## config.mk

```make
export PLATFORM = sky130hd
export DESIGN_NAME = page_frame_mapper
export DESIGN_NICKNAME = d
export VERILOG_FILES = /design/src/rtl/pfm_pkg.sv /design/src/rtl/page_frame_mapper.sv /design/src/rtl/pfm_lookup.sv /design/src/rtl/pfm_table.sv
export SDC_FILE = /design/constraint.sdc
export NUM_CORES = 1
export LEC_CHECK = 0
export ABC_AREA = 1
export BUFFER_PORTS_ARGS = -buffer_cell sky130_fd_sc_hd__buf_2
export CORE_AREA = 2 2 152 154
export CTS_CLUSTER_SIZE = 20
export DETAILED_ROUTE_END_ITERATION = 16
export DIE_AREA = 0 0 154 156
export GPL_TIMING_DRIVEN = 0
export SYNTH_ARGS = -nofsm -noshare
export SYNTH_HDL_FRONTEND = slang
export SYNTH_SLANG_ARGS = --single-unit
```

## constraint.sdc

```tcl
create_clock -name clk -period 3.9 [get_ports clk]
set_clock_uncertainty 0.2 [all_clocks]
set_input_delay 0.39 -clock clk [delete_from_list [all_inputs] [get_ports clk]]
set_output_delay 0.39 -clock clk [all_outputs]
set_load 0.01 [all_outputs]
```

## src/rtl/pfm_pkg.sv

```systemverilog
// Shared constants, types and codes for the page frame mapper.
`timescale 1ns / 1ps
`default_nettype none
package pfm_pkg;

	localparam int FRAMES      = 3;
	localparam int IDX_W       = (FRAMES > 1) ? $clog2(FRAMES) : 1;
	localparam int PAGE_W      = 15;
	localparam int FRAME_W     = 5;
	localparam int ADDR_W      = 20;
	localparam int SEG_W       = 16;
	localparam int OFF_W       = 4;
	localparam int FRAME_SHIFT = 14;

	localparam logic [ADDR_W-1:0] BASE_RESET = 20'hE0000;

	typedef enum logic [1:0] {
		KIND_MAP     = 2'd0,
		KIND_SAVE    = 2'd1,
		KIND_RESTORE = 2'd2,
		KIND_NONE    = 2'd3
	} kind_t;

	typedef logic [FRAMES-1:0][PAGE_W-1:0] page_arr_t;
	typedef logic [FRAMES-1:0]             valid_vec_t;

	// Decision for one request, from the lookup logic to the table
	typedef struct packed {
		logic               hit;
		logic               issue;
		logic [IDX_W-1:0]   slot;
		logic               adv_ptr;
		logic [IDX_W-1:0]   ptr_next;
		logic [FRAME_W-1:0] frame;
		logic [ADDR_W-1:0]  addr_next;
	} upd_t;

endpackage
`default_nettype wire

```

## src/rtl/page_frame_mapper.sv

```systemverilog
// Top level of the page frame mapper: input register, lookup, table, result register.
// A command taken at a clock edge passes the input register, then the lookup and the result
// register, whose valid bit drives done; one command per cycle.
// Busy stays low and the receiver cannot stall results; table and pointer update at
// the edge that ends the work cycle, so a command in the next cycle sees them.
// Reset (arst_n low) empties table and shadow, clears pointer and addresses; base is 0xE0000.
`timescale 1ns / 1ps
`default_nettype none
module page_frame_mapper (
	input  wire logic                          clk,
	input  wire logic                          arst_n,
	input  wire logic                          start,
	output logic                               busy,
	input  wire logic [1:0]                    kind,
	input  wire logic [pfm_pkg::PAGE_W-1:0]    req_page,
	input  wire logic                          cfg_we,
	input  wire logic [pfm_pkg::ADDR_W-1:0]    cfg_wdata,
	output logic                               done,
	output logic                               hit,
	output logic                               issue_map,
	output logic [pfm_pkg::FRAME_W-1:0]        frame_number,
	output logic [pfm_pkg::SEG_W-1:0]          pointer_segment,
	output logic [pfm_pkg::OFF_W-1:0]          pointer_offset
);

	logic [pfm_pkg::ADDR_W-1:0]       frame_base_q;
	logic                             valid_s1;
	pfm_pkg::kind_t                   kind_s1;
	logic [pfm_pkg::PAGE_W-1:0]       page_s1;
	logic                             valid_s2;
	logic                             hit_s2;
	logic                             issue_s2;
	logic [pfm_pkg::FRAME_W-1:0]      frame_s2;
	logic [pfm_pkg::ADDR_W-1:0]       addr_s2;

	pfm_pkg::page_arr_t               frame_page;
	pfm_pkg::valid_vec_t              frame_valid;
	logic [pfm_pkg::IDX_W-1:0]        replace_ptr;
	logic [pfm_pkg::ADDR_W-1:0]       active_addr;
	logic [pfm_pkg::ADDR_W-1:0]       shadow_addr;
	pfm_pkg::upd_t                    upd;

	assign busy = 1'b0;

	// Hold the frame base register
	always_ff @(posedge clk or negedge arst_n) begin
		if (!arst_n) begin
			frame_base_q <= pfm_pkg::BASE_RESET;
		end else if (cfg_we) begin
			frame_base_q <= cfg_wdata;
		end
	end

	// Capture the command on transfer
	always_ff @(posedge clk or negedge arst_n) begin
		if (!arst_n) begin
			valid_s1 <= 1'b0;
		end else begin
			valid_s1 <= start && !busy;
		end
	end

	always_ff @(posedge clk) begin
		if (start && !busy) begin
			kind_s1 <= pfm_pkg::kind_t'(kind);
			page_s1 <= req_page;
		end
	end

	pfm_lookup u_lookup (
		.kind        (kind_s1),
		.page        (page_s1),
		.frame_base  (frame_base_q),
		.frame_page  (frame_page),
		.frame_valid (frame_valid),
		.replace_ptr (replace_ptr),
		.active_addr (active_addr),
		.shadow_addr (shadow_addr),
		.upd         (upd)
	);

	pfm_table u_table (
		.clk         (clk),
		.arst_n      (arst_n),
		.en          (valid_s1),
		.kind        (kind_s1),
		.page        (page_s1),
		.upd         (upd),
		.frame_page  (frame_page),
		.frame_valid (frame_valid),
		.replace_ptr (replace_ptr),
		.active_addr (active_addr),
		.shadow_addr (shadow_addr)
	);

	// Register the result and its strobe
	always_ff @(posedge clk or negedge arst_n) begin
		if (!arst_n) begin
			valid_s2 <= 1'b0;
		end else begin
			valid_s2 <= valid_s1;
		end
	end

	always_ff @(posedge clk) begin
		if (valid_s1) begin
			hit_s2   <= upd.hit;
			issue_s2 <= upd.issue;
			frame_s2 <= upd.frame;
			addr_s2  <= upd.addr_next;
		end
	end

	assign done            = valid_s2;
	assign hit             = hit_s2;
	assign issue_map       = issue_s2;
	assign frame_number    = frame_s2;
	assign pointer_segment = addr_s2[pfm_pkg::ADDR_W-1:pfm_pkg::OFF_W];
	assign pointer_offset  = addr_s2[pfm_pkg::OFF_W-1:0];

endmodule
`default_nettype wire

```

## src/rtl/pfm_lookup.sv

```systemverilog
// Associative lookup, fill/replace choice and frame address computation.
`timescale 1ns / 1ps
`default_nettype none
module pfm_lookup (
	input  wire pfm_pkg::kind_t                 kind,
	input  wire logic [pfm_pkg::PAGE_W-1:0]     page,
	input  wire logic [pfm_pkg::ADDR_W-1:0]     frame_base,
	input  wire pfm_pkg::page_arr_t             frame_page,
	input  wire pfm_pkg::valid_vec_t            frame_valid,
	input  wire logic [pfm_pkg::IDX_W-1:0]      replace_ptr,
	input  wire logic [pfm_pkg::ADDR_W-1:0]     active_addr,
	input  wire logic [pfm_pkg::ADDR_W-1:0]     shadow_addr,
	output pfm_pkg::upd_t                       upd
);

	logic                        hit_found;
	logic [pfm_pkg::IDX_W-1:0]   hit_idx;
	logic                        empty_found;
	logic [pfm_pkg::IDX_W-1:0]   empty_idx;
	logic [pfm_pkg::IDX_W-1:0]   victim;
	logic [pfm_pkg::IDX_W:0]     victim_inc;
	logic [pfm_pkg::IDX_W-1:0]   slot;
	logic [pfm_pkg::FRAME_W-1:0] frame;
	logic [pfm_pkg::ADDR_W-1:0]  map_addr;

	// Find lowest matching frame and lowest empty frame
	always_comb begin
		hit_found   = 1'b0;
		hit_idx     = '0;
		empty_found = 1'b0;
		empty_idx   = '0;
		for (int i = pfm_pkg::FRAMES - 1; i >= 0; i--) begin
			if (frame_valid[i] && (frame_page[i] == page)) begin
				hit_found = 1'b1;
				hit_idx   = pfm_pkg::IDX_W'(i);
			end
			if (!frame_valid[i]) begin
				empty_found = 1'b1;
				empty_idx   = pfm_pkg::IDX_W'(i);
			end
		end
	end

	// Round-robin victim and its wrapped successor
	always_comb begin
		victim     = ({1'b0, replace_ptr} < (pfm_pkg::IDX_W + 1)'(pfm_pkg::FRAMES))
			? replace_ptr : '0;
		victim_inc = {1'b0, victim} + (pfm_pkg::IDX_W + 1)'(1);
	end

	assign slot = hit_found ? hit_idx : (empty_found ? empty_idx : victim);
	assign frame = pfm_pkg::FRAME_W'(slot) + pfm_pkg::FRAME_W'(1);
	assign map_addr = frame_base
		+ (pfm_pkg::ADDR_W'(frame) << pfm_pkg::FRAME_SHIFT);

	// Build the decision for the current request kind
	always_comb begin
		upd.hit       = 1'b0;
		upd.issue     = 1'b0;
		upd.slot      = slot;
		upd.adv_ptr   = 1'b0;
		upd.ptr_next  = (victim_inc >= (pfm_pkg::IDX_W + 1)'(pfm_pkg::FRAMES))
			? '0 : victim_inc[pfm_pkg::IDX_W-1:0];
		upd.frame     = '0;
		upd.addr_next = active_addr;
		unique case (kind)
			pfm_pkg::KIND_MAP: begin
				upd.hit       = hit_found;
				upd.issue     = !hit_found;
				upd.adv_ptr   = !hit_found && !empty_found;
				upd.frame     = frame;
				upd.addr_next = map_addr;
			end
			pfm_pkg::KIND_RESTORE: begin
				upd.addr_next = shadow_addr;
			end
			default: begin
			end
		endcase
	end

endmodule
`default_nettype wire

```

## src/rtl/pfm_table.sv

```systemverilog
// Frame table, shadow copy, replacement pointer and active address registers.
`timescale 1ns / 1ps
`default_nettype none
module pfm_table (
	input  wire logic                          clk,
	input  wire logic                          arst_n,
	input  wire logic                          en,
	input  wire pfm_pkg::kind_t                kind,
	input  wire logic [pfm_pkg::PAGE_W-1:0]    page,
	input  wire pfm_pkg::upd_t                 upd,
	output pfm_pkg::page_arr_t                 frame_page,
	output pfm_pkg::valid_vec_t                frame_valid,
	output logic [pfm_pkg::IDX_W-1:0]          replace_ptr,
	output logic [pfm_pkg::ADDR_W-1:0]         active_addr,
	output logic [pfm_pkg::ADDR_W-1:0]         shadow_addr
);

	pfm_pkg::page_arr_t               frame_page_q;
	pfm_pkg::valid_vec_t              frame_valid_q;
	logic [pfm_pkg::IDX_W-1:0]        replace_ptr_q;
	logic [pfm_pkg::ADDR_W-1:0]       active_addr_q;
	pfm_pkg::page_arr_t               shadow_page_q;
	pfm_pkg::valid_vec_t              shadow_valid_q;
	logic [pfm_pkg::ADDR_W-1:0]       shadow_addr_q;

	// Update control state: valid bits, pointer, addresses
	always_ff @(posedge clk or negedge arst_n) begin
		if (!arst_n) begin
			frame_valid_q  <= '0;
			replace_ptr_q  <= '0;
			active_addr_q  <= '0;
			shadow_valid_q <= '0;
			shadow_addr_q  <= '0;
		end else if (en) begin
			active_addr_q <= upd.addr_next;
			unique case (kind)
				pfm_pkg::KIND_MAP: begin
					if (upd.issue) begin
						frame_valid_q[upd.slot] <= 1'b1;
					end
					if (upd.adv_ptr) begin
						replace_ptr_q <= upd.ptr_next;
					end
				end
				pfm_pkg::KIND_SAVE: begin
					shadow_valid_q <= frame_valid_q;
					shadow_addr_q  <= active_addr_q;
				end
				pfm_pkg::KIND_RESTORE: begin
					frame_valid_q <= shadow_valid_q;
				end
				default: begin
				end
			endcase
		end
	end

	// Update page payload; valid bits guard unwritten entries
	always_ff @(posedge clk) begin
		if (en) begin
			unique case (kind)
				pfm_pkg::KIND_MAP: begin
					if (upd.issue) begin
						frame_page_q[upd.slot] <= page;
					end
				end
				pfm_pkg::KIND_SAVE: begin
					shadow_page_q <= frame_page_q;
				end
				pfm_pkg::KIND_RESTORE: begin
					frame_page_q <= shadow_page_q;
				end
				default: begin
				end
			endcase
		end
	end

	assign frame_page  = frame_page_q;
	assign frame_valid = frame_valid_q;
	assign replace_ptr = replace_ptr_q;
	assign active_addr = active_addr_q;
	assign shadow_addr = shadow_addr_q;

endmodule
`default_nettype wire

```

==> flow_metrics.env <==
export IMPL_grt_max_degree=70
export IMPL_finalInstanceArea_um2=10800
export IMPL_hold_slack_ps=99.8
export IMPL_cellLeakagePower_nw=4.72
export IMPL_dr_pass1_iters=5
export IMPL_globalRouteOverflowTotal=0
export IMPL_fin_crit_sh_pct=90.7
export IMPL_layout_min_cycle_time_ps=3540
export IMPL_power_w=0.00590
export IMPL_cts_buffers=23
export IMPL_peakVddDrop_mv=0.305
export IMPL_ys_warn_count=0
export IMPL_grt_setup_unrepaired="no"
export IMPL_cts_setup_buffers=0
export IMPL_synthFlopType="edfxtp_1"
export IMPL_pwr_share_clk_pct=36.9
export IMPL_dpl_hpwl_um=14400
export IMPL_critical_path_class="reg -> reg"
export IMPL_avgSynthCellArea_um2=9.81
export IMPL_netlist_area_um2=8830
export IMPL_slowest_delay_ps=1210
export IMPL_final_common_cell="nand2_1"
export IMPL_htreeDepth=1
export IMPL_placed_area_um2=9640
export IMPL_yosys_register_bits=202
export IMPL_syn_to_final_growth_pct=22.3
export IMPL_insertion_delay_ps=500
export IMPL_slowest_stage="dfrtp_1"
export IMPL_intPower_w=0.00428
export IMPL_dieArea_um2=24000
export IMPL_root_buffer="clkbuf_16"
export IMPL_die_h_um=156
export IMPL_p_comb_share_pct=16.0
export IMPL_synth_edf_count=132
export IMPL_grt_pass1_vias=6499
export IMPL_ant_nets=0
export IMPL_p_switching_w=0.00162
export IMPL_seqPwrFrac_pct=47.1
export IMPL_diodes=0
export IMPL_final_setup_viol_count=0
export IMPL_coreArea_um2=22400
export IMPL_vias_per_cell=4.85
export IMPL_nets=1087
export IMPL_grt_use_total_pct=18.4
export IMPL_io_buffers=65
export IMPL_fill_cells=2010
export IMPL_cp_arrival_ps=3460
export IMPL_fmax_mhz=283
export IMPL_worstMarginPinSlew_ps=1300
export IMPL_status="finished, final reports clean"
export IMPL_tritoncts="built"
export IMPL_pin_count=70
export IMPL_synth_cell_types=34
export IMPL_cap_violations=0
export IMPL_avgRoutedWirePerCell_um=16.2
export IMPL_num_vias=6487
export IMPL_final_cell_mix="nand2_1 (295), edfxtp_1 (132), inv_1 (117)"
export IMPL_required_ps=3820
export IMPL_grt_antenna_before_repair=0
export IMPL_hp_class="in -> reg"
export IMPL_drc=0
export IMPL_postCtsHoldBufs=39
export IMPL_cts_num_sinks=202
export IMPL_switching_share_pct=27.5
export IMPL_p_per_area_nw_per_um2=546
export IMPL_crit_chain="buf_2, inv_2, nor2_1, buf_4, nand2_4, nor2_2"
export IMPL_synthArstFlopShare_pct=34.7
export IMPL_start_util_pct=39.5
export IMPL_setup_slack_ps=364
export IMPL_finalWeightedCongestion=0.833
export IMPL_grt_pass1_wl_um=34600
export IMPL_startpoint_type="flop"
export IMPL_report_final_slew_viol_count=0
export IMPL_synthCells=900
export IMPL_hold_viol=0
export IMPL_slew_headroom_pct=13.1
export IMPL_clockBufferDepth=3
export IMPL_cp_max_fo=27
export IMPL_synth_seq_area_share_pct=64.8
export IMPL_detail_route_iter0_violations=394
export IMPL_die_w_um=154
export IMPL_drive_gt1_share_pct=14.8
export IMPL_rows=55
export IMPL_ctsResizeCount=0
export IMPL_worstSetupEndpointType="flop"
export IMPL_wl_um=21700
export IMPL_clk_pin_slew_worst_paths_ps=60
export IMPL_place_worst_setup_slack_ps=335
==> Yosys cell counts (2+ instances only) <==
library cell / n / area, um2
nand2_1: 295 / 1110
edfxtp_1: 132 / 3960
inv_1: 117 / 439
o21ai_0: 90 / 450
dfrtp_1: 67 / 1680
nor2_1: 47 / 176
o21ai_1: 20 / 100
clkbuf_1: 16 / 60.1
o22ai_1: 16 / 100
o31ai_1: 15 / 113
buf_2: 14 / 70.1
inv_2: 14 / 52.6
nand3_1: 10 / 50.1
ha_1: 9 / 113
a21oi_1: 5 / 25.0
buf_4: 5 / 37.5
dfstp_2: 3 / 78.8
mux2_2: 3 / 33.8
o221ai_1: 3 / 26.3
a22o_1: 2 / 17.5
nand2_2: 2 / 12.5
nor3_1: 2 / 10.0
o211ai_1: 2 / 15.0
==> cell type report <==
| class | instances | area [um2] | share of cell area (%) |
|---|---|---|---|
| clock buffer | 27 | 611 | 5.65 |
| buffer | 36 | 173 | 1.60 |
| multi-input combinational | 533 | 2460 | 22.8 |
| inverter | 131 | 492 | 4.55 |
| clock inverter | 14 | 153 | 1.41 |
| sequential | 202 | 5720 | 53.0 |
| tap | 285 | 357 | 3.30 |
| timing repair buffer | 109 | 831 | 7.69 |
==> power by group through the flow <==
stage | combinational (W) | sequential (W) | clock, W
final | 0.000941 | 0.00278 | 0.00218
after global placement | 0.000876 | 0.00281 | 0
after CTS | 0.000947 | 0.00278 | 0.00222
after global routing | 0.00107 | 0.00281 | 0.00232
after floorplan | 0.000581 | 0.00279 | 0
after detailed placement | 0.000911 | 0.00282 | 0
==> metal layers <==
layer  GRT usage, %  vias to the layer above  routed length (um)
met1           24.8                     3065                9600
li1               -                     3198                   -
met4           5.43                        0                 506
met2           30.9                      189               10400
met3           2.81                       35                1190
met5              0                        -                   0
==> through the flow <==
| stage | TNS (ps) | instances | utilization [%] |
|---|---|---|---|
| 3_5_place_dp | 0 | 1257 | 43.1 |
| 3_3_place_gp | -45510 | 1252 | 42.6 |
| 5_1_grt | 0 | 1337 | 48.3 |
| 4_1_cts | 0 | 1337 | 48.3 |
| 2_1_floorplan | 0 | 902 | - |
| 6_report | 0 | 1337 | 48.3 |
==> worst paths after layout <==
| kind | start | endpoint | slack [ps] | cells after the start |
|---|---|---|---|---|
| min in group asynchronous | arst_n | u_table.active_addr[11] | 250 | 3 |
| worst min-delay path | start | valid_s1 | 100 | 1 |
| worst max-delay path | valid_s1 | u_table.frame_page[26] | 360 | 6 |
| max in group asynchronous | arst_n | done | 2830 | 3 |
| worst max register to register | valid_s1 | u_table.frame_page[26] | 360 | 6 |
| worst min register to register | u_table.frame_page[41] | u_table.shadow_page_q[41] | 250 | 0 |
==> critical path: cells and delay by family (launching register included) <==
kind	cells	cell delay, ps
DFF	1	1210
and+or+nand+nor	3	990
buffers and inverters	3	730
==> sequential cells by signal, indices dropped and copies added, names as in the netlist <==
signal                  cells
issue_map                   1
valid_s1                    1
u_table.shadow_addr        20
u_table.replace_ptr         2
page_s1                    15
done                        1
u_table.shadow_page_q      45
frame_number                3
u_table.active_addr        20
frame_base_q               20
u_table.frame_valid         3
kind_s1                     2
addr_s2                    20
u_table.shadow_valid_q      3
hit                         1
u_table.frame_page         45
==> cell families after synthesis <==
| family | Yosys count | synth area share [%] |
|---|---|---|
| flops | 202 | 64.8 |
| buf+inv | 167 | 7.52 |
| fa+ha+maj | 10 | 1.50 |
| mux | 3 | 0.382 |
| compound gates | 154 | 9.68 |
| simple gates | 363 | 16.1 |
| other cells | 1 | 0.0425 |
Note: power is estimated with default switching activity, not from simulation.
